[config.mk]
export PLATFORM = sky130hd
export DESIGN_NAME = msd_mem
export DESIGN_NICKNAME = d
export VERILOG_FILES = /design/src/hw/rtl/msd_mem.sv
export SDC_FILE = /design/constraint.sdc
export NUM_CORES = 2
export LEC_CHECK = 0
export BUFFER_PORTS_ARGS = -buffer_cell sky130_fd_sc_hd__buf_2
export CORE_MARGIN = 10
export CORE_UTILIZATION = 55
export CTS_BUF_LIST = sky130_fd_sc_hd__clkbuf_2
export CTS_CLUSTER_DIAMETER = 120
export CTS_CLUSTER_SIZE = 28
export DETAILED_ROUTE_END_ITERATION = 7
export GPL_ROUTABILITY_DRIVEN = 0
export PLACE_DENSITY = 0.74
export SKIP_LAST_GASP = 1
export SLEW_MARGIN = 0
export SYNTH_ARGS = -nofsm -noshare
export SYNTH_HDL_FRONTEND = slang
export SYNTH_SLANG_ARGS = --single-unit
[constraint.sdc]
create_clock -name clk -period 4.82 [get_ports clk]
set_input_delay 1.446 -clock clk [delete_from_list [all_inputs] [get_ports clk]]
set_output_delay 1.446 -clock clk [all_outputs]
set_load 0.05 [all_outputs]
[src/hw/rtl/msd_mem.sv]
// Synchronous memory: one write port, two registered read ports.
`timescale 1ns / 1ps

module msd_mem #(
	parameter int DEPTH      = 64,
	parameter int DATA_WIDTH = 32,
	parameter int AW         = 6
) (
	input  logic                  clk,
	input  logic                  we,
	input  logic [AW-1:0]         wr_addr,
	input  logic [DATA_WIDTH-1:0] wr_data,
	input  logic [AW-1:0]         rd_addr0,
	input  logic [AW-1:0]         rd_addr1,
	output logic [DATA_WIDTH-1:0] rd_data0,
	output logic [DATA_WIDTH-1:0] rd_data1
);

	logic [DATA_WIDTH-1:0] mem_q [DEPTH];

	always_ff @(posedge clk) begin
		if (we) begin
			mem_q[wr_addr] <= wr_data;
		end
	end

	always_ff @(posedge clk) begin
		rd_data0 <= mem_q[rd_addr0];
		rd_data1 <= mem_q[rd_addr1];
	end

endmodule

* Word level (Yosys, flattened, before mapping)
Memories as Yosys holds them, arrays and structs flattened. A register that Yosys moved wholly into a read port is not among the register bits.
Cells that the tools add are included.
** Storage, ports and cells
- Register bits after elaboration :: 0
- Bits in latches :: 0
- RAM bits :: 2048
- ROM bits :: 0
- Output and inout bits :: 64
- Logic and storage cells :: 3
- Memories :: 1
** Memories
- mem_q :: depth 64, width 32, rd ports 2, clocked after memory_dff 2, write ports 1, RTL line 19 : logic [DATA_WIDTH-1:0] mem_q [DEPTH];
** Operators by class
- Add/subtract/negate cells :: 0
- Multipliers :: 0
- Divide/modulo/power cells :: 0
- $lt $le $gt $ge :: 0
- Eq/ne operators :: 0
- Shifts and indexed selects :: 0
- Mux-type cells :: 2
- Bitwise gates (word level) :: 0
- Reduce and logical (&&, ||, !) cells :: 0
** Operators by type and width (count)
- two-way mux 1 bit :: 2

* Longest topological paths before layout
- Word-level depth :: 2
- Gate-level depth with buffers :: 10

* Worst setup path after synthesis
No wires, ideal clock.
- Kind :: in2reg
- Start point :: in wr_addr[3]
- End point :: mem mem_q[48][0], enable pin
- Setup time :: 0.461 ns
- Arrival :: 4.176 ns
- Setup slack :: 0.183 ns
- Stages :: 4
- Path buffers :: 1
- Cell sequence :: clkbuf_1 > nor2b_1 > nand4b_1 > nor3_1
** RTL lines
- from (decl) :: RTL line 11 : input logic [AW-1:0] wr_addr,
- to (decl) :: RTL line 19
Straight into the memory's write port.

* Worst setup path in the final report
- Start point :: reg rd_data0[16], read port of mem_q
- End point :: out rd_data0[16]
** RTL lines
- from (decl) :: RTL line 15 : output logic [DATA_WIDTH-1:0] rd_data0,
No word-level cell between the ends.

==> results.tsv <==
metric	value	unit
clock_skew	0.178	ns
grt_pass1_vias	51700	
synth_cell_types	38	
cts_buffers	85	
maxCapViolations	0	
die_x	437	um
syn_inst	4412	
max_freq	0.235	GHz
ant_nets	0	
pre_cts_slack	0.242	ns
cts_resized	0	
cpLargestDelayFamily	flip-flops	
synth_seq_area_share	0.656	
synth_top_area_share	0.643	
slowest_delay	0.65	ns
fillCellCount	12300	
grt_overflow	0	
area_growth	6.52	%
startpoint_type	flop	
ys_top_cells_by_count	2,048 x edfxtp_1, 1,124 x mux4_2, 204 x mux2i_1, 135 x clkbuf_1, 121 x buf_2	
leakage	31.4	nW
avgSynthCellArea	21.7	um^2
slowest_stage	dfxtp_1	
endpoint_kind	output pin	
worstSetupPathType	reg2out	
rsz0062_at_grt	false	
core-area	173000	um^2
yosysMostFrequentCell	edfxtp_1	
cp.arrival	2.82	ns
finalMaxSlewViolations	0	
ys_top_cells_by_area	edfxtp_1 64%, mux4_2 26%, mux2i_1 2.1%	
clock-root-buffer	clkbuf_2	
yosys_warnings	0	
reg2reg_slack	2.37	ns
clock_sinks	2112	
synth_edf_count	2048	
wl_per_cell	40.1	um
crit_fanout	1	
rr_startpoint	mem_q[3][20]	
drtIter0Drc	7841	
tightestPinTransition	1.28	ns
required	3.37	ns
hold_start	rd_addr1[4]	
ys_ff_latch	2112	
yosys.area.top_type	edfxtp_1	
netlist_area	95700	um^2
tns	0	ns
antenna_found_initial	34	
nets	4593	
ff2ff_path_depth	4	
min_period	4.26	ns
grt_start_max_net_pins	77	
syn_nets	4464	
power_density	295	nW/um^2
synthArstFlopShare	0	
r2r_end	rd_data1[20]	
drc	0	
grt_use_total	0.290	
clk_pin_slew_worst_paths	0.57	ns
row_count	153	
firstDrtPassIters	5	
setup_viol	0	
path_cells	buf_2	
cp_num_buf_inv	1	
finalCritPeriodShare	0.884	
io_pins	116	
h-tree-depth	3	
final_core_util	0.587	
vias_per_cell	7.42	
io_buffers	115	
holdWs	0.184	ns
clk_path_buf_depth	3	
dp_hpwl	165000	um
drive_above_1_share	0.386	
dieArea	191000	um^2
grt_pass1_wl	393000	um
tritoncts	built	
wl	279000	um
irDropWorstVdd	0.000163	V
totalPowerFinal	30.0	mW
cp-startpoint	rd_data0[16]	
hp-class	in2reg	
ys.flop_type	edfxtp_1	
hold_viol	0	
fin_ws	0.557	ns
vias	51600	
initial_core_util	0.552	
die_y	437	um
clock_latency	1.79	ns
status	complete, no violations	
slew_headroom	0.144	
min_path_cells	3	
min_to	rd_data1[1]	
[metal layers]
metal	vias up	wire length, um	global-route usage
met5	-	149	0
met4	22	13100	0.120
met3	640	38700	0.0877
met2	3699	130000	0.442
met1	27600	96700	0.393
li1	19600	-	-
[flip-flops by register name, summed over array words and instances (netlist names)]
signal and cells:
mem_q 2048, rd_data0 32, rd_data1 32
[how the worst max path moves through the flow]
stage / end / slack, ns / depth (start not counted)
2_1_floorplan: mem_q[48][0] / 0.18 / 4
3_3_place_gp: rd_data1[8] / 0.30 / 7
3_5_place_dp: rd_data1[8] / 0.24 / 7
4_1_cts: rd_data0[16] / 0.42 / 1
5_1_grt: rd_data1[25] / 0.55 / 1
6_report: rd_data0[16] / 0.56 / 1
[kinds of logic (layout without fill, tap and decap cells)]
logic type / count (synthesis) / count (layout) / share of synthesized area
AOI/OAI and AO/OA: 340 / 340 / 0.0239
buffers and inverters: 348 / 543 / 0.0183
DFF: 2112 / 2112 / 0.656
muxes: 1364 / 1364 / 0.290
other: 0 / 24 / 0
and+or+nand+nor: 248 / 248 / 0.0113
[cell usage in the layout (no fill, tap or decap), drive strengths merged, types with 3 or more instances in the layout]
cell    instances
nand2b          8
a21oi          58
a22oi          85
inv             5
nand3b          6
edfxtp       2048
o21ai          49
nor2b          19
nand2          93
a211oi         15
o32a            9
a221oi         13
and2            6
dfxtp          64
o211ai         27
mux4         1124
mux2           36
a32oi           9
nand3           9
diode          24
o22ai          56
o221ai         16
or2             3
mux2i         204
nor3            3
buf           388
clkbuf        148
nor2           94
[power by group]
group          total (mW)  leakage, nW  internal (mW)  switching [mW]
sequential           20.5         19.0           20.4           0.131
combinational        3.56         11.7           1.41            2.15
clock                5.97        0.649          0.838            5.14
[layout make-up]
type | count | area [um^2] | share of cell area
repair buffers | 389 | 3700 | 0.0363
flip-flops and latches | 2112 | 62800 | 0.616
clock buffers | 148 | 741 | 0.00727
clock inverters | 5 | 57.6 | 0.000565
multi-input cells | 1952 | 31600 | 0.311
inverters | 1 | 3.75 | 0.0000368
diodes | 24 | 60.1 | 0.000589
well taps | 2325 | 2910 | 0.0285
[repair_timing]
action | in CTS | in global routing
endpoints found under the hold margin | 1 | 0
buffers inserted | 0 | 0
hold buffers | 1 | 0
[stage by stage]
step / cells / area, um^2
5_1_grt: 6948 / 102000
3_5_place_dp: 6778 / 101000
2_1_floorplan: 4412 / 95700
3_3_place_gp: 6778 / 101000
4_1_cts: 6932 / 102000
6_report: 6956 / 102000
(Power assumes the default switching activity.)
