==> config.mk <==
export PLATFORM = sky130hd
export DESIGN_NAME = msd_engine_flat
export DESIGN_NICKNAME = d
export VERILOG_FILES = /design/src/hw/rtl/msd_pkg.sv /design/src/hw/rtl/msd_in_if.sv /design/src/hw/rtl/msd_out_if.sv /design/src/hw/rtl/msd_engine.sv /design/src/flat_wrapper.sv
export SDC_FILE = /design/constraint.sdc
export NUM_CORES = 1
export LEC_CHECK = 0
export ABC_AREA = 1
export BUFFER_PORTS_ARGS = -buffer_cell sky130_fd_sc_hd__buf_2
export CORE_AREA = 3 3 142 178
export DETAILED_ROUTE_END_ITERATION = 10
export DIE_AREA = 0 0 145 181
export PLACE_DENSITY = 0.61
export SYNTH_ARGS = -nofsm -noshare
export SYNTH_HDL_FRONTEND = slang
export SYNTH_SLANG_ARGS = --single-unit
==> constraint.sdc <==
create_clock -name clk -period 3.4 [get_ports clk]
set_clock_uncertainty 0.2 [all_clocks]
set_input_delay 0.17 -clock clk [delete_from_list [all_inputs] [get_ports clk]]
set_output_delay 0.17 -clock clk [all_outputs]
set_load 0.01 [all_outputs]
==> src/hw/rtl/msd_pkg.sv <==
// Shared types for the descending merge sort unit.
`timescale 1ns / 1ps

package msd_pkg;

	typedef enum logic [2:0] {
		ST_COLLECT,
		ST_PASS,
		ST_RUN,
		ST_MERGE,
		ST_EMIT_RD,
		ST_EMIT_LD
	} msd_state_t;

	// Memory control from the sequencer.
	typedef struct packed {
		logic we_a;   // write the value store
		logic we_b;   // write the merge scratch store
		logic src_b;  // scratch store is the current read source
	} msd_mem_ctl_t;

endpackage

==> src/hw/rtl/msd_in_if.sv <==
// Input channel: one value per beat with an end-of-set flag.
`timescale 1ns / 1ps

interface msd_in_if #(
	parameter int DATA_WIDTH = 32
);
	logic                         valid;
	logic                         ready;
	logic signed [DATA_WIDTH-1:0] value;
	logic                         last;

	modport source (output valid, output value, output last, input ready);
	modport sink (input valid, input value, input last, output ready);
endinterface

==> src/hw/rtl/msd_out_if.sv <==
// Output channel: one sorted value per beat with a final flag.
`timescale 1ns / 1ps

interface msd_out_if #(
	parameter int DATA_WIDTH = 32
);
	logic                         valid;
	logic                         ready;
	logic signed [DATA_WIDTH-1:0] sorted_value;
	logic                         final_res;

	modport source (output valid, output sorted_value, output final_res, input ready);
	modport sink (input valid, input sorted_value, input final_res, output ready);
endinterface

==> src/hw/rtl/msd_engine.sv <==
// Sequencer: collects a set, runs bottom-up merge passes, emits the result.
`timescale 1ns / 1ps

module msd_engine import msd_pkg::*; #(
	parameter int MAX_ITEMS  = 64,
	parameter int DATA_WIDTH = 32
) (
	input  logic                        clk,
	input  logic                        arst_n,
	msd_in_if.sink                      items,
	msd_out_if.source                   results,
	input  logic [DATA_WIDTH-1:0]       rd_l,
	input  logic [DATA_WIDTH-1:0]       rd_r,
	output logic [$clog2(MAX_ITEMS)-1:0] rd_addr_l,
	output logic [$clog2(MAX_ITEMS)-1:0] rd_addr_r,
	output logic [$clog2(MAX_ITEMS)-1:0] wr_addr,
	output logic [DATA_WIDTH-1:0]       wr_data,
	output msd_mem_ctl_t                ctl
);

	localparam int AW = $clog2(MAX_ITEMS);
	localparam int CW = $clog2(MAX_ITEMS + 1);
	localparam int EW = CW + 1;

	msd_state_t state_q, state_d;

	logic [CW-1:0] cnt_q;
	logic [EW-1:0] w_q, lo_q;
	logic [CW-1:0] l_q, r_q, o_q, mid_q, hi_q, k_q;
	logic          parity_q;
	logic          out_valid_q;
	logic [DATA_WIDTH-1:0] out_data_q;
	logic          out_final_q;

	logic          accept, store_ok, slot_free, load;
	logic [EW:0]   n2, sum1, sum2;
	logic [CW-1:0] mid_c, hi_c, l_n, r_n, o_inc, k_inc;
	logic          take_r, run_done, more_runs, k_last;

	assign accept    = items.valid && items.ready;
	assign store_ok  = cnt_q < CW'(MAX_ITEMS);
	assign slot_free = !out_valid_q || results.ready;

	// run bounds, clipped to the set size
	assign n2    = {2'b00, cnt_q};
	assign sum1  = {1'b0, lo_q} + {1'b0, w_q};
	assign sum2  = {1'b0, lo_q} + {w_q, 1'b0};
	assign mid_c = (sum1 > n2) ? cnt_q : sum1[CW-1:0];
	assign hi_c  = (sum2 > n2) ? cnt_q : sum2[CW-1:0];
	assign more_runs = sum2 < n2;

	// merge decision; equal values keep the left run first
	assign take_r = (r_q < hi_q) &&
		((l_q >= mid_q) || ($signed(rd_r) > $signed(rd_l)));
	assign l_n      = take_r ? l_q : l_q + CW'(1);
	assign r_n      = take_r ? r_q + CW'(1) : r_q;
	assign o_inc    = o_q + CW'(1);
	assign run_done = o_inc == hi_q;

	assign k_inc  = k_q + CW'(1);
	assign k_last = k_inc == cnt_q;

	// next state
	always_comb begin
		state_d = state_q;
		case (state_q)
			ST_COLLECT: begin
				if (accept && items.last) begin
					state_d = ST_PASS;
				end
			end
			ST_PASS: begin
				state_d = (w_q < n2[EW-1:0]) ? ST_RUN : ST_EMIT_RD;
			end
			ST_RUN: begin
				state_d = ST_MERGE;
			end
			ST_MERGE: begin
				if (run_done) begin
					state_d = more_runs ? ST_RUN : ST_PASS;
				end
			end
			ST_EMIT_RD: begin
				state_d = ST_EMIT_LD;
			end
			ST_EMIT_LD: begin
				if (slot_free) begin
					state_d = k_last ? ST_COLLECT : ST_EMIT_RD;
				end
			end
			default: state_d = ST_COLLECT;
		endcase
	end

	// outputs
	always_comb begin
		items.ready = 1'b0;
		rd_addr_l   = k_q[AW-1:0];
		rd_addr_r   = k_q[AW-1:0];
		wr_addr     = cnt_q[AW-1:0];
		wr_data     = items.value;
		ctl.we_a    = 1'b0;
		ctl.we_b    = 1'b0;
		ctl.src_b   = parity_q;
		load        = 1'b0;
		case (state_q)
			ST_COLLECT: begin
				items.ready = 1'b1;
				ctl.we_a    = items.valid && store_ok;
			end
			ST_RUN: begin
				rd_addr_l = lo_q[AW-1:0];
				rd_addr_r = mid_c[AW-1:0];
			end
			ST_MERGE: begin
				rd_addr_l = l_n[AW-1:0];
				rd_addr_r = r_n[AW-1:0];
				wr_addr   = o_q[AW-1:0];
				wr_data   = take_r ? rd_r : rd_l;
				ctl.we_a  = parity_q;
				ctl.we_b  = !parity_q;
			end
			ST_EMIT_LD: begin
				load = slot_free;
			end
			default: begin
				load = 1'b0;
			end
		endcase
	end

	always_ff @(posedge clk or negedge arst_n) begin
		if (!arst_n) begin
			state_q     <= ST_COLLECT;
			cnt_q       <= '0;
			w_q         <= '0;
			lo_q        <= '0;
			parity_q    <= 1'b0;
			k_q         <= '0;
			out_valid_q <= 1'b0;
		end else begin
			state_q <= state_d;
			case (state_q)
				ST_COLLECT: begin
					if (accept && store_ok) begin
						cnt_q <= cnt_q + CW'(1);
					end
					if (accept && items.last) begin
						w_q      <= EW'(1);
						lo_q     <= '0;
						parity_q <= 1'b0;
						k_q      <= '0;
					end
				end
				ST_PASS: begin
					lo_q <= '0;
				end
				ST_MERGE: begin
					if (run_done) begin
						if (more_runs) begin
							lo_q <= sum2[EW-1:0];
						end else begin
							w_q      <= {w_q[EW-2:0], 1'b0};
							parity_q <= !parity_q;
						end
					end
				end
				ST_EMIT_LD: begin
					if (slot_free) begin
						k_q <= k_inc;
						if (k_last) begin
							cnt_q <= '0;
						end
					end
				end
				default: begin
					k_q <= k_q;
				end
			endcase
			if (load) begin
				out_valid_q <= 1'b1;
			end else if (results.ready) begin
				out_valid_q <= 1'b0;
			end
		end
	end

	// merge pointers and output payload
	always_ff @(posedge clk) begin
		if (state_q == ST_RUN) begin
			l_q   <= lo_q[CW-1:0];
			r_q   <= mid_c;
			o_q   <= lo_q[CW-1:0];
			mid_q <= mid_c;
			hi_q  <= hi_c;
		end else if (state_q == ST_MERGE) begin
			l_q <= l_n;
			r_q <= r_n;
			o_q <= o_inc;
		end
		if (load) begin
			out_data_q  <= rd_l;
			out_final_q <= k_last;
		end
	end

	assign results.valid        = out_valid_q;
	assign results.sorted_value = out_data_q;
	assign results.final_res    = out_final_q;

endmodule

==> src/flat_wrapper.sv <==
// flat-port wrapper written by rule: the top's interface ports become plain ports
module msd_engine_flat import msd_pkg::*;
#(
	parameter int MAX_ITEMS  = 64,
	parameter int DATA_WIDTH = 32
)
  (clk, arst_n, rd_l, rd_r, rd_addr_l, rd_addr_r, wr_addr, wr_data, ctl, items_valid, items_value, items_last, items_ready, results_valid, results_sorted_value, results_final_res, results_ready);
  msd_in_if #(.DATA_WIDTH(DATA_WIDTH)) items_i ();
  msd_out_if #(.DATA_WIDTH(DATA_WIDTH)) results_i ();
  input  logic clk;
  input  logic arst_n;
  input  logic [DATA_WIDTH-1:0] rd_l;
  input  logic [DATA_WIDTH-1:0] rd_r;
  output logic [$clog2(MAX_ITEMS)-1:0] rd_addr_l;
  output logic [$clog2(MAX_ITEMS)-1:0] rd_addr_r;
  output logic [$clog2(MAX_ITEMS)-1:0] wr_addr;
  output logic [DATA_WIDTH-1:0] wr_data;
  output msd_mem_ctl_t ctl;
  input wire logic [$bits(items_i.valid)-1:0] items_valid;
  input wire logic [$bits(items_i.value)-1:0] items_value;
  input wire logic [$bits(items_i.last)-1:0] items_last;
  output wire logic [$bits(items_i.ready)-1:0] items_ready;
  output wire logic [$bits(results_i.valid)-1:0] results_valid;
  output wire logic [$bits(results_i.sorted_value)-1:0] results_sorted_value;
  output wire logic [$bits(results_i.final_res)-1:0] results_final_res;
  input wire logic [$bits(results_i.ready)-1:0] results_ready;
  assign items_i.valid = items_valid;
  assign items_i.value = items_value;
  assign items_i.last = items_last;
  assign items_ready = items_i.ready;
  assign results_valid = results_i.valid;
  assign results_sorted_value = results_i.sorted_value;
  assign results_final_res = results_i.final_res;
  assign results_i.ready = results_ready;
  msd_engine #(.MAX_ITEMS(MAX_ITEMS), .DATA_WIDTH(DATA_WIDTH)) u_core (.clk(clk), .arst_n(arst_n), .items(items_i), .results(results_i), .rd_l(rd_l), .rd_r(rd_r), .rd_addr_l(rd_addr_l), .rd_addr_r(rd_addr_r), .wr_addr(wr_addr), .wr_data(wr_data), .ctl(ctl));
endmodule
Yosys cells after proc, flatten, opt, wreduce, memory -nomap -nowiden:

Cells that the tools add are included.

* bits in registers: 103
* bits in latches: 0
* memory bits (writable): 0
* memory bits (read-only): 0
* input bits: 101
* memories: 0

* add/subtract/negate cells: 7
* multipliers: 0
* div/mod/pow operators: 0
* magnitude comparators: 8
* equality and inequality tests: 15
* shifts and indexed selects: 0
* muxes and demuxes: 47
* bitwise operators: 0
* reduce and logical (&&, ||, !) cells: 23

Operators with widths (count)
* 7-bit 2-to-1 mux: 15
* 32-bit 2-to-1 mux: 2
* 8-bit 2-to-1 mux: 6
* 7-bit by 1-bit adder with 7-bit output (second input constant): 5
* 32-bit greater-than comparator: 1
* 7-bit one-hot mux with 2 select lines: 2
* 6-bit one-hot mux with 2 select lines: 2
* 8-bit one-hot mux with 3 select lines: 1
* 9-bit by 7-bit greater-than comparator with 1-bit output: 2
* 3-bit one-hot mux with 6 select lines: 1
* 8-bit one-hot mux with 2 select lines: 1
* 3-bit 2-to-1 mux: 5
* 7-bit equality test: 2
* 2-bit by 1-bit != test with 1-bit output (second input constant): 6
* 4-bit AND reduction: 3
* 2-bit nonzero test: 5
* 8-bit by 8-bit adder with 9-bit output: 1
* 8-bit by 9-bit adder with 9-bit output: 1
* 9-bit by 7-bit less-than comparator with 1-bit output: 1
* 8-bit by 7-bit less-than comparator with 1-bit output: 1
* 1-bit 2-to-1 mux: 8
* 7-bit greater-or-equal comparator: 1
* 7-bit less-than comparator: 1
* 7-bit less-than comparator (second input constant): 1
* other kinds (14): 26

Depth between registers and ports, before layout:

Gate-level depths: netlist of run 1.

* depth in word-level cells: 6
* depth in mapped cells: 22

Least setup slack after synthesis of run 1:

Ideal clock, no wire load.

* path kind: register to output
* start: register u_core.lo_q[2]
* end: output rd_addr_r[1]
* data arrival time: 2811 ps
* data required time: 3030 ps
* path slack: 219 ps
* stages on the path, launching flop included: 22
* buffers on the path: 0
* cell sequence: dfrtp_1 -> ha_1 -> a21o_1 -> nand2_1 -> nand2_1 -> nand2_1 -> nand2_1 -> nand2_1 -> nand2_1 -> xor2_1 -> inv_1 -> ha_1 -> nand2_1 -> inv_1 -> nand2_1 -> o21ai_1 -> nand2_2 -> nand2_1 -> nand3_1 -> o21ai_0 -> inv_1 -> nand2_1

* longest elaborated chain between the ends: 4

RTL lines
* start: declaration: RTL line msd_engine.sv:28 `logic [EW-1:0] w_q, lo_q;`
* start signal: assignment: RTL line msd_engine.sv:161 `lo_q <= sum2[EW-1:0];`
* 8-bit by 8-bit adder with 9-bit output: RTL line msd_engine.sv:46 `assign sum1 = {1'b0, lo_q} + {1'b0, w_q};`
* 9-bit by 7-bit greater-than comparator with 1-bit output: RTL line msd_engine.sv:48 `assign mid_c = (sum1 > n2) ? cnt_q : sum1[CW-1:0];`
* 7-bit 2-to-1 mux: RTL line msd_engine.sv:48
* 6-bit one-hot mux with 2 select lines: RTL line msd_engine.sv:106 `case (state_q)`
* end: declaration: RTL line flat_wrapper.sv:15 `output logic [$clog2(MAX_ITEMS)-1:0] rd_addr_r;`

Every way passes these cells.

Final worst setup path of run 1:

* start: register u_core.lo_q[2]
* end: output rd_addr_r[5]

* longest elaborated chain between the ends: 4

RTL lines (RTL line)
* 8-bit by 8-bit adder with 9-bit output (*): msd_engine.sv:46
* 9-bit by 7-bit greater-than comparator with 1-bit output: msd_engine.sv:48
* 7-bit 2-to-1 mux (*): msd_engine.sv:48
* 6-bit one-hot mux with 2 select lines (*): msd_engine.sv:106

Mark *: on every way between the ends. The rest lies on a longest branch, timed or not.

==> impl_metrics.env, run 1 <==
export IMPL_most_used_layer_global_route="met2"
export IMPL_grt_first_pass_wirelength_mm=40.8
export IMPL_finalInstanceArea_sq_um=10800
export IMPL_violations_in_the_final_reports="setup timing"
export IMPL_cellPowerDensity_nw_per_um2=855
export IMPL_coreArea_sq_um=23700
export IMPL_syn_area_sq_um=8240
export IMPL_detail_route_drc_violations=0
export IMPL_cp_max_fo=5
export IMPL_path_class="flip-flop to output port"
export IMPL_critical_path_cell_chain="ha_4 -> a21o_1 -> nand2_2 -> buf_4 -> buf_4 -> nand2_2 -> inv_1 -> ha_1 -> nand4_1 -> o221ai_1 -> nand2_1 -> nand2_1 -> o21ai_4 -> buf_6 -> nand3_4 -> nand3_2 -> o21ai_1 -> inv_1 -> nand2_2 -> buf_6"
export IMPL_input_output_buffers=188
export IMPL_post_layout_minimum_cycle_time_ns=3.63
export IMPL_timing_critical_path_slowest_stage_cell="sky130_fd_sc_hd__dfrtp_1"
export IMPL_number_of_synthesized_flops_with_an_enable_pin=68
export IMPL_yosysWarningCount=0
export IMPL_critical_path_endpoint_type="output port"
export IMPL_required_ns=3.03
export IMPL_number_of_nets_still_failing_antenna_checks_after_routing=0
export IMPL_grt_start_max_net_pins=46
export IMPL_report_final_setup_viol=6
export IMPL_synth_area_per_cell_sq_um=7.51
export IMPL_clock_tree_root_cell="sky130_fd_sc_hd__clkbuf_16"
export IMPL_synthDominantCellAreaShare=0.248
export IMPL_critPathMaxStageDelay_ns=0.41
export IMPL_crit_path_frequent_cell="sky130_fd_sc_hd__nand2_2"
export IMPL_grt_util_met2=0.353
export IMPL_synth_top_cells_by_area="sky130_fd_sc_hd__edfxtp_1, sky130_fd_sc_hd__nand2_1, sky130_fd_sc_hd__ha_1"
export IMPL_dpl_hpwl_mm=19.7
export IMPL_cts_root_to_sink_buffers=2
export IMPL_layout_drive_gt1_share=0.241
export IMPL_tritoncts="yes"
export IMPL_clock_insertion_delay_worst_skew_ns=0.37
export IMPL_groute_layer_met3_usage=0.0314
export IMPL_synthCells=1096
export IMPL_layout_nets=1539
export IMPL_maxSlewHeadroom=0.421
export IMPL_peakVddDrop_v=0.000421
export IMPL_synth_sequential_area_ratio=0.351
export IMPL_gp_congestion=0.898
export IMPL_total_of_flip_flops_plus_latches_after_synthesis=102
export IMPL_power_leakage_nw=5.67
export IMPL_route_final_wire_length_mm=26.4
export IMPL_drt_initial_drc_count=428
export IMPL_final_cells=1683
export IMPL_chipWidth_um=145
export IMPL_grt_use_total=0.191
export IMPL_cts_sinks=102
export IMPL_vias_per_cell=4.88
export IMPL_critical_path_arrival_ns=3.26
export IMPL_utilization=0.456
export IMPL_fp_dieArea_sq_um=26200
export IMPL_synth_async_sr_flop_share=0.333
export IMPL_timing_setup_tns_ns=-0.986
export IMPL_global_route_usage_met1=0.220
export IMPL_number_of_placement_rows=63
export IMPL_setup_ws_ns=-0.234
export IMPL_initial_core_util=0.347
export IMPL_grt_antenna_before_repair=0
export IMPL_synthFlopType="sky130_fd_sc_hd__edfxtp_1"
export IMPL_detailedRoute_firstPassIterationCount=5
export IMPL_post_drt_wl_per_cell_um=15.7
export IMPL_htree_num_levels=3
export IMPL_detailroute_via_count=8215
export IMPL_max_freq_ghz=0.275
export IMPL_fillers=2345
export IMPL_finalHoldWorstSlack_ns=0.252
export IMPL_rsz0062_at_grt="yes"
export IMPL_placedInstanceArea_sq_um=9680
export IMPL_worst_pin_slew_ns=0.868
export IMPL_max_cap_violations=0
export IMPL_synthDominantAreaCellType="sky130_fd_sc_hd__edfxtp_1"
export IMPL_grt_overflow_total=0
export IMPL_timing_reg2reg_setup_slack_ns=0.15
export IMPL_num_io_pins=189
export IMPL_status="finished, violations left"
export IMPL_height_of_the_die_um=181
export IMPL_syn_nets=1282
export IMPL_timing_hold_worst_class="primary input to async pin"
export IMPL_synth_cell_types=48
export IMPL_post_place_cells=1609
export IMPL_worstSetupStartpointType="flip-flop"
export IMPL_area_growth_synth_to_final_pct=31.3
export IMPL_final_hold_violation_count=0
export IMPL_period_share=1.07
export IMPL_num_antenna_cells=0
export IMPL_finalMaxSlewViolations=0
export IMPL_total_cts_buffers=9
export IMPL_clk_pin_slew_ns=0.08
export IMPL_first_global_vias=7850
[logic make-up after synthesis]
family / Yosys count / synth area share
and+or+nand+nor: 556 / 0.293
adders and majority gates: 85 / 0.130
buffers and inverters: 199 / 0.0971
AOI/OAI and AO/OA: 116 / 0.0871
xor gates and xnor gates: 38 / 0.0413
DFF: 102 / 0.351
[layer usage]
layer / vias to the layer above / part of all wire / routed length [um]
li1: 4107 / - / -
met1: 3780 / 0.40 / 10600
met2: 274 / 0.51 / 13400
met3: 54 / 0.053 / 1390
met4: 0 / 0.038 / 1000
met5: - / 0 / 0
[final timing paths]
check                               start              end  depth (start not counted)
min reg2reg                u_core.lo_q[7]   u_core.lo_q[7]                          2
min in group clk              items_valid    u_core.k_q[3]                          4
max reg2reg                u_core.lo_q[1]   u_core.lo_q[7]                         17
max in group asynchronous          arst_n   u_core.lo_q[4]                          2
max                        u_core.lo_q[2]     rd_addr_r[5]                         20
min                                arst_n  u_core.cnt_q[0]                          2
[metrics by stage]
step,power [mW],setup WS (ns)
detailed placement,7.48,0.0480
CTS,8.77,-0.245
floorplan,5.77,0.219
global placement,7.40,0.108
finish,9.25,-0.234
global route,10.0,-0.363
[report_power, final]
group	internal, mW	switching [mW]
clock network	0.638	0.481
logic	2.20	3.74
registers	1.85	0.334
[repair_timing]
item	CTS	global route
hold buffers	36	0
hold endpoints to repair	69	0
endpoints found under the setup margin	6	62
gates resized for setup	15	52
setup buffers	7	13
pin swaps	11	22
gates cloned	0	2
[cell usage in the layout, fill, tap and decap left out, types with 5 or more instances in the layout]
| cell | netlist | routed |
|---|---|---|
| sky130_fd_sc_hd__nand3_1 | 143 | 133 |
| sky130_fd_sc_hd__dlygate4sd3_1 | 0 | 36 |
| sky130_fd_sc_hd__a21oi_1 | 39 | 36 |
| sky130_fd_sc_hd__o211ai_1 | 5 | 5 |
| sky130_fd_sc_hd__o21ai_2 | 5 | 5 |
| sky130_fd_sc_hd__edfxtp_1 | 68 | 68 |
| sky130_fd_sc_hd__xor2_1 | 30 | 28 |
| sky130_fd_sc_hd__buf_2 | 6 | 183 |
| sky130_fd_sc_hd__clkbuf_16 | 0 | 9 |
| sky130_fd_sc_hd__nand3_2 | 1 | 7 |
| sky130_fd_sc_hd__nor2_2 | 3 | 6 |
| sky130_fd_sc_hd__o21ai_0 | 34 | 31 |
| sky130_fd_sc_hd__nand2_1 | 325 | 311 |
| sky130_fd_sc_hd__buf_6 | 3 | 6 |
| sky130_fd_sc_hd__nand4_1 | 12 | 12 |
| sky130_fd_sc_hd__inv_1 | 166 | 163 |
| sky130_fd_sc_hd__xnor2_1 | 7 | 7 |
| sky130_fd_sc_hd__a21o_1 | 5 | 5 |
| sky130_fd_sc_hd__ha_4 | 0 | 6 |
| sky130_fd_sc_hd__nor2_1 | 42 | 38 |
| sky130_fd_sc_hd__nand2_2 | 5 | 17 |
| sky130_fd_sc_hd__dfrtp_1 | 34 | 34 |
| sky130_fd_sc_hd__o21ai_1 | 4 | 6 |
| sky130_fd_sc_hd__and2_1 | 6 | 6 |
| sky130_fd_sc_hd__o22ai_1 | 7 | 7 |
| sky130_fd_sc_hd__ha_1 | 84 | 78 |
| sky130_fd_sc_hd__nor3_1 | 6 | 5 |
| sky130_fd_sc_hd__buf_4 | 6 | 48 |
[registers in the layout (all words and copies together), names as in the netlist]
signal and cells:
u_core.parity_q 1, u_core.lo_q 7, u_core.cnt_q 7, u_core.r_q 7, u_core.results.valid 1, u_core.mid_q 7, u_core.w_q 8, u_core.o_q 7
u_core.k_q 7, u_core.results.sorted_value 32, u_core.hi_q 7, u_core.l_q 7, u_core.results.final_res 1, u_core.state_q 3
[critical path: cells and delay by family (launching register included)]
kind | cells | cell delay [ns]
AO/OA/AOI/OAI | 4 | 0.52
buffers and inverters | 6 | 0.64
flip-flops | 1 | 0.41
adder cells (fa/ha/maj) | 2 | 0.58
AND/OR/NAND/NOR | 8 | 0.76
[final cells by class]
class | count | area (sq um) | share of cell area
clock buffer | 10 | 229 | 0.0212
clock inverter | 6 | 76.3 | 0.00706
inverter | 167 | 627 | 0.0580
multi-input combinational | 797 | 4830 | 0.446
sequential | 102 | 2890 | 0.268
tap | 325 | 407 | 0.0376
timing repair buffer | 276 | 1750 | 0.162
[cells in the mapped netlist, types with 2 or more instances]
library cell	count
sky130_fd_sc_hd__a21o_1	5
sky130_fd_sc_hd__a21oi_1	39
sky130_fd_sc_hd__a22oi_1	3
sky130_fd_sc_hd__and2_1	6
sky130_fd_sc_hd__buf_1	5
sky130_fd_sc_hd__buf_2	6
sky130_fd_sc_hd__buf_4	6
sky130_fd_sc_hd__buf_6	3
sky130_fd_sc_hd__clkbuf_1	12
sky130_fd_sc_hd__dfrtp_1	34
sky130_fd_sc_hd__edfxtp_1	68
sky130_fd_sc_hd__ha_1	84
sky130_fd_sc_hd__inv_1	166
sky130_fd_sc_hd__nand2_1	325
sky130_fd_sc_hd__nand2_2	5
sky130_fd_sc_hd__nand3_1	143
sky130_fd_sc_hd__nand3b_1	2
sky130_fd_sc_hd__nand4_1	12
sky130_fd_sc_hd__nor2_1	42
sky130_fd_sc_hd__nor2_2	3
sky130_fd_sc_hd__nor3_1	6
sky130_fd_sc_hd__nor4_1	3
sky130_fd_sc_hd__o211ai_1	5
sky130_fd_sc_hd__o21a_1	2
sky130_fd_sc_hd__o21ai_0	34
sky130_fd_sc_hd__o21ai_1	4
sky130_fd_sc_hd__o21ai_2	5
sky130_fd_sc_hd__o22ai_1	7
sky130_fd_sc_hd__o31ai_1	3
sky130_fd_sc_hd__o31ai_2	2
sky130_fd_sc_hd__or2_2	4
sky130_fd_sc_hd__xnor2_1	7
sky130_fd_sc_hd__xor2_1	30
Power figures use the tool's default switching activity.
==> run 2, diff against run 1 <==
--- a/config.mk
+++ b/config.mk
@@ -7,9 +7,9 @@
 export LEC_CHECK = 0
 export ABC_AREA = 1
 export BUFFER_PORTS_ARGS = -buffer_cell sky130_fd_sc_hd__buf_2
-export CORE_AREA = 3 3 142 178
+export CORE_AREA = 3 3 158 160
 export DETAILED_ROUTE_END_ITERATION = 10
-export DIE_AREA = 0 0 145 181
+export DIE_AREA = 0 0 161 163
 export PLACE_DENSITY = 0.61
 export SYNTH_ARGS = -nofsm -noshare
 export SYNTH_HDL_FRONTEND = slang
==> impl_metrics.env, run 2 (same netlist as run 1, synthesis figures left out) <==
export IMPL_cp_buffers_inverters=4
export IMPL_reg2regPathDepth=21
export IMPL_first_global_vias=7999
export IMPL_finalHoldWorstSlack_ns=0.254
export IMPL_timing_setup_tns_ns=-1.76
export IMPL_violations_in_the_final_reports="setup timing"
export IMPL_detail_route_drc_violations=0
export IMPL_num_antenna_cells=0
export IMPL_worstSetupStartpointType="flip-flop"
export IMPL_cts_sinks=102
export IMPL_total_cts_buffers=9
export IMPL_number_of_nets_still_failing_antenna_checks_after_routing=0
export IMPL_cp_num_cells=19
export IMPL_max_cap_violations=0
export IMPL_grt_use_total=0.201
export IMPL_critical_path_cell_chain="ha_4 -> a21o_1 -> nand2_1 -> nand2_1 -> buf_4 -> xor2_1 -> ha_1 -> a21oi_1 -> o221ai_1 -> nand2_1 -> nand2_2 -> o21ai_4 -> buf_6 -> nand3_2 -> nand3_2 -> o21ai_1 -> inv_1 -> nand2_1 -> buf_4"
export IMPL_input_output_buffers=188
export IMPL_fin_total_pwr_mw=9.21
export IMPL_grt_start_max_net_pins=45
export IMPL_clock_insertion_delay_worst_skew_ns=0.36
export IMPL_layout_drive_gt1_share=0.238
export IMPL_required_ns=3.03
export IMPL_final_hold_violation_count=0
export IMPL_path_class="flip-flop to output port"
export IMPL_post_place_cells=1599
export IMPL_post_drt_wl_per_cell_um=16.1
export IMPL_height_of_the_die_um=163
export IMPL_dpl_hpwl_mm=20.2
export IMPL_max_freq_ghz=0.274
export IMPL_period_share=1.07
export IMPL_area_growth_synth_to_final_pct=30.2
export IMPL_final_cells=1674
export IMPL_post_layout_minimum_cycle_time_ns=3.64
export IMPL_grt_antenna_before_repair=0
export IMPL_clock_tree_root_cell="sky130_fd_sc_hd__clkbuf_16"
export IMPL_crit_end="rd_addr_r[3]"
export IMPL_critPathLaunch="u_core.lo_q[2]"
export IMPL_detailedRoute_firstPassIterationCount=6
export IMPL_mostFrequentLayoutCells="sky130_fd_sc_hd__nand2_1, sky130_fd_sc_hd__buf_2, sky130_fd_sc_hd__inv_1"
export IMPL_route_final_wire_length_mm=27.0
export IMPL_clk_pin_slew_ns=0.07
export IMPL_grt_overflow_total=0
export IMPL_largest_reg_flops=32
export IMPL_gp_congestion=0.878
export IMPL_worst_pin_slew_ns=0.837
export IMPL_initial_core_util=0.350
export IMPL_report_final_setup_viol=8
export IMPL_cellPowerDensity_nw_per_um2=858
export IMPL_vias_per_cell=4.89
export IMPL_peakVddDrop_v=0.000782
export IMPL_critical_path_arrival_ns=3.27
export IMPL_maxSlewHeadroom=0.442
export IMPL_finalInstanceArea_sq_um=10700
export IMPL_timing_reg2reg_setup_slack_ns=-0.22
export IMPL_num_io_pins=189
export IMPL_placedInstanceArea_sq_um=9640
export IMPL_place_ws_ns=0.0499
export IMPL_mostFrequentLayoutCell="sky130_fd_sc_hd__nand2_1"
export IMPL_coreArea_sq_um=23500
export IMPL_number_of_placement_rows=56
export IMPL_critPathTopFamily="compound AO/OA/AOI/OAI gates"
export IMPL_rsz0062_at_grt="yes"
export IMPL_cp_max_fo=6
export IMPL_crit_path_frequent_cell="sky130_fd_sc_hd__nand2_1"
export IMPL_layout_nets=1536
export IMPL_fp_dieArea_sq_um=26200
export IMPL_setup_ws_ns=-0.245
export IMPL_drt_initial_drc_count=533
export IMPL_tritoncts="yes"
export IMPL_critical_path_endpoint_type="output port"
export IMPL_timing_hold_worst_class="primary input to async pin"
export IMPL_power_leakage_nw=5.66
export IMPL_critical_r2r_capture="u_core.r_q[2]"
export IMPL_timing_critical_path_slowest_stage_cell="sky130_fd_sc_hd__dfrtp_1"
export IMPL_detailroute_via_count=8183
export IMPL_finalMaxSlewViolations=0
export IMPL_htree_num_levels=3
export IMPL_utilization=0.456
export IMPL_status="finished, violations left"
export IMPL_critPathMaxStageDelay_ns=0.42
export IMPL_cts_root_to_sink_buffers=2
export IMPL_rr_startpoint="u_core.lo_q[2]"
export IMPL_grt_first_pass_wirelength_mm=42.0
export IMPL_chipWidth_um=161
[run 2: changes by cell type in the layout (fill, tap and decap cells not counted), sizes merged]
cell,before,now
clkinvlp,0,2
nand2,331,330
nand3,144,145
clkinv,5,4
buf,240,237
bufinv,2,1
[run 2: layout make-up]
| type | count | area, sq um |
|---|---|---|
| inverters | 167 | 627 |
| multi-input cells | 797 | 4770 |
| flip-flops and latches | 102 | 2890 |
| well taps | 319 | 399 |
| clock inverters | 6 | 63.8 |
| fillers | 2383 | 12800 |
| clock buffers | 10 | 229 |
| repair buffers | 273 | 1740 |
[run 2: how the worst min path moves through the flow]
stage	startpoint	end	slack [ns]	cells after the start
after floorplan	arst_n	u_core.cnt_q[0]	-0.33	0
after global placement	arst_n	u_core.state_q[0]	0.12	1
after detailed placement	arst_n	u_core.state_q[2]	0.12	1
after CTS	items_valid	u_core.k_q[1]	0.26	4
after global routing	items_valid	u_core.k_q[1]	0.32	4
final	arst_n	u_core.lo_q[4]	0.25	2
[run 2: what timing repair did]
action                                  4_1_cts  5_1_grt
hold buffers                                 36        0
pin swaps                                    21       12
buffers inserted                             18        3
endpoints found under the setup margin        6       73
gates resized for setup                      36       29
cloned                                        0        2
endpoints found under the hold margin        68        0
[run 2: power by group]
group	switching (mW)	internal (mW)	total (mW)
clock network	0.490	0.571	1.06
logic	3.79	2.18	5.96
registers	0.330	1.85	2.18
[run 2: layer usage]
metal / global-route usage / up-vias / wire length, um
li1: - / 4120 / -
met1: 0.242 / 3743 / 11100
met2: 0.360 / 271 / 13300
met3: 0.0364 / 49 / 1730
met4: 0.0763 / 0 / 879
met5: 0 / - / 0
==> run 3, diff against run 2 <==
--- a/config.mk
+++ b/config.mk
@@ -7,9 +7,9 @@
 export LEC_CHECK = 0
 export ABC_AREA = 1
 export BUFFER_PORTS_ARGS = -buffer_cell sky130_fd_sc_hd__buf_2
-export CORE_AREA = 3 3 158 160
+export CORE_AREA = 2 2 157 159
 export DETAILED_ROUTE_END_ITERATION = 10
-export DIE_AREA = 0 0 161 163
+export DIE_AREA = 0 0 159 161
 export PLACE_DENSITY = 0.61
 export SYNTH_ARGS = -nofsm -noshare
 export SYNTH_HDL_FRONTEND = slang
==> impl_metrics.env, run 3 (same netlist as run 1, synthesis figures left out) <==
export IMPL_grt_use_total=0.198
export IMPL_clock_insertion_delay_worst_skew_ns=0.36
export IMPL_coreArea_sq_um=24000
export IMPL_finalHoldWorstSlack_ns=0.249
export IMPL_critical_path_endpoint_type="output port"
export IMPL_chipWidth_um=159
export IMPL_number_of_nets_still_failing_antenna_checks_after_routing=0
export IMPL_max_freq_ghz=0.279
export IMPL_tritoncts="yes"
export IMPL_grt_first_pass_wirelength_mm=40.8
export IMPL_initial_core_util=0.344
export IMPL_report_final_setup_viol=6
export IMPL_fillers=2421
export IMPL_route_final_wire_length_mm=26.3
export IMPL_sequential_cell_area_sq_um=2890
export IMPL_mostFrequentLayoutCells="sky130_fd_sc_hd__nand2_1, sky130_fd_sc_hd__buf_2, sky130_fd_sc_hd__inv_1"
export IMPL_htree_num_levels=3
export IMPL_fp_dieArea_sq_um=25600
export IMPL_number_of_placement_rows=57
export IMPL_layout_nets=1537
export IMPL_num_io_pins=189
export IMPL_timing_hold_worst_class="primary input to async pin"
export IMPL_num_antenna_cells=0
export IMPL_utilization=0.450
export IMPL_cts_root_to_sink_buffers=2
export IMPL_place_ws_ns=-0.0933
export IMPL_status="finished, violations left"
export IMPL_area_growth_synth_to_final_pct=30.9
export IMPL_drt_initial_drc_count=536
export IMPL_rsz0062_at_grt="yes"
export IMPL_cts_sinks=102
export IMPL_cellPowerDensity_nw_per_um2=853
export IMPL_worstSetupStartpointType="flip-flop"
export IMPL_input_output_buffers=188
export IMPL_required_ns=3.03
export IMPL_detailedRoute_firstPassIterationCount=5
export IMPL_clock_tree_root_cell="sky130_fd_sc_hd__clkbuf_16"
export IMPL_mostFrequentLayoutCell="sky130_fd_sc_hd__nand2_1"
export IMPL_total_cts_buffers=9
export IMPL_vias_per_cell=4.89
export IMPL_worst_pin_slew_ns=0.806
export IMPL_grt_overflow_total=0
export IMPL_gp_congestion=0.889
export IMPL_dpl_hpwl_mm=19.8
export IMPL_finalMaxSlewViolations=0
export IMPL_grt_antenna_before_repair=0
export IMPL_grt_start_max_net_pins=47
export IMPL_height_of_the_die_um=161
export IMPL_critPathLaunch="u_core.lo_q[2]"
export IMPL_violations_in_the_final_reports="setup timing"
export IMPL_post_layout_minimum_cycle_time_ns=3.58
export IMPL_fin_total_pwr_mw=9.20
export IMPL_layout_drive_gt1_share=0.235
export IMPL_critical_path_arrival_ns=3.21
export IMPL_max_cap_violations=0
export IMPL_final_hold_violation_count=0
export IMPL_period_share=1.05
export IMPL_setup_ws_ns=-0.181
export IMPL_first_global_vias=7746
export IMPL_peakVddDrop_v=0.000504
export IMPL_path_class="flip-flop to output port"
export IMPL_multi_input_comb_area_sq_um=4780
export IMPL_detailroute_via_count=8208
export IMPL_maxSlewHeadroom=0.463
export IMPL_rr_startpoint="u_core.lo_q[2]"
export IMPL_cp_max_fo=7
export IMPL_largest_reg_flops=32
export IMPL_clk_pin_slew_ns=0.07
export IMPL_post_drt_wl_per_cell_um=15.6
export IMPL_detail_route_drc_violations=0
export IMPL_power_leakage_nw=5.67
export IMPL_timing_setup_tns_ns=-0.715
run 3: cell count changes in the layout (fill, tap and decap cells not counted), sizes merged:
cell / previous run / this run
clkinv: 4 / 2
clkinvlp: 2 / 1
clkbuf: 10 / 14
run 3: final cells by class:
class,count,share of cell area
clock inverter,3,0.00429
tap,324,0.0376
clock buffer,13,0.0232
timing repair buffer,274,0.165
sequential,102,0.268
inverter,167,0.0581
multi-input combinational,797,0.443
run 3: metal layers:
layer / wire (um) / track usage
met5: 0 / 0
met1: 11300 / 0.248
met4: 590 / 0.0570
met2: 12900 / 0.355
met3: 1460 / 0.0306
run 3: power breakdown:
part	total, mW	switching, mW	internal, mW
Sequential	2.18	0.328	1.85
Combinational	5.94	3.76	2.19
Clock	1.08	0.485	0.595
run 3: final timing paths:
check / cells past startpoint / end / slack, ns
hold / removal: 2 / u_core.results.valid / 0.25
setup / recovery: 22 / rd_addr_r[1] / -0.18
hold reg to reg: 2 / u_core.k_q[6] / 0.34
setup reg to reg: 21 / u_core.r_q[6] / 0.22
min in group clk: 4 / u_core.k_q[4] / 0.29
max in group asynchronous: 2 / u_core.cnt_q[0] / 2.25
run 3: what timing repair did:
| item | in CTS | in global routing |
|---|---|---|
| endpoints found under the setup margin | 6 | 68 |
| hold buffers | 36 | 0 |
| buffers inserted | 9 | 3 |
| cloned | 0 | 3 |
| hold endpoints to repair | 68 | 0 |
| resized for setup | 20 | 45 |
| pin swaps | 6 | 10 |
run 3: critical path: stages, from the launching register on:
cell                      delay (ns)
sky130_fd_sc_hd__dfrtp_1        0.41
sky130_fd_sc_hd__ha_4           0.28
sky130_fd_sc_hd__a21o_1         0.14
sky130_fd_sc_hd__nand2_2        0.07
sky130_fd_sc_hd__nand2_2        0.07
sky130_fd_sc_hd__nand2_2        0.05
sky130_fd_sc_hd__nand2_1        0.05
sky130_fd_sc_hd__nand2_1        0.06
sky130_fd_sc_hd__nand2_1        0.08
sky130_fd_sc_hd__xor2_1         0.19
sky130_fd_sc_hd__inv_1          0.10
sky130_fd_sc_hd__ha_4           0.28
sky130_fd_sc_hd__nand2_2        0.05
sky130_fd_sc_hd__inv_2          0.05
sky130_fd_sc_hd__nand2_2        0.06
sky130_fd_sc_hd__o21ai_4        0.23
sky130_fd_sc_hd__nand2_4        0.12
sky130_fd_sc_hd__nand2_2        0.11
sky130_fd_sc_hd__nand3_2        0.09
sky130_fd_sc_hd__o21ai_2        0.08
sky130_fd_sc_hd__inv_1          0.07
sky130_fd_sc_hd__nand2_2        0.11
sky130_fd_sc_hd__buf_6          0.12
run 3: stage by stage:
stage               cells  instance area (sq um)
floorplan            1096                   8240
global placement     1613                   9720
detailed placement   1613                   9720
CTS                  1674                  10500
global route         1680                  10800
finish               1680                  10800
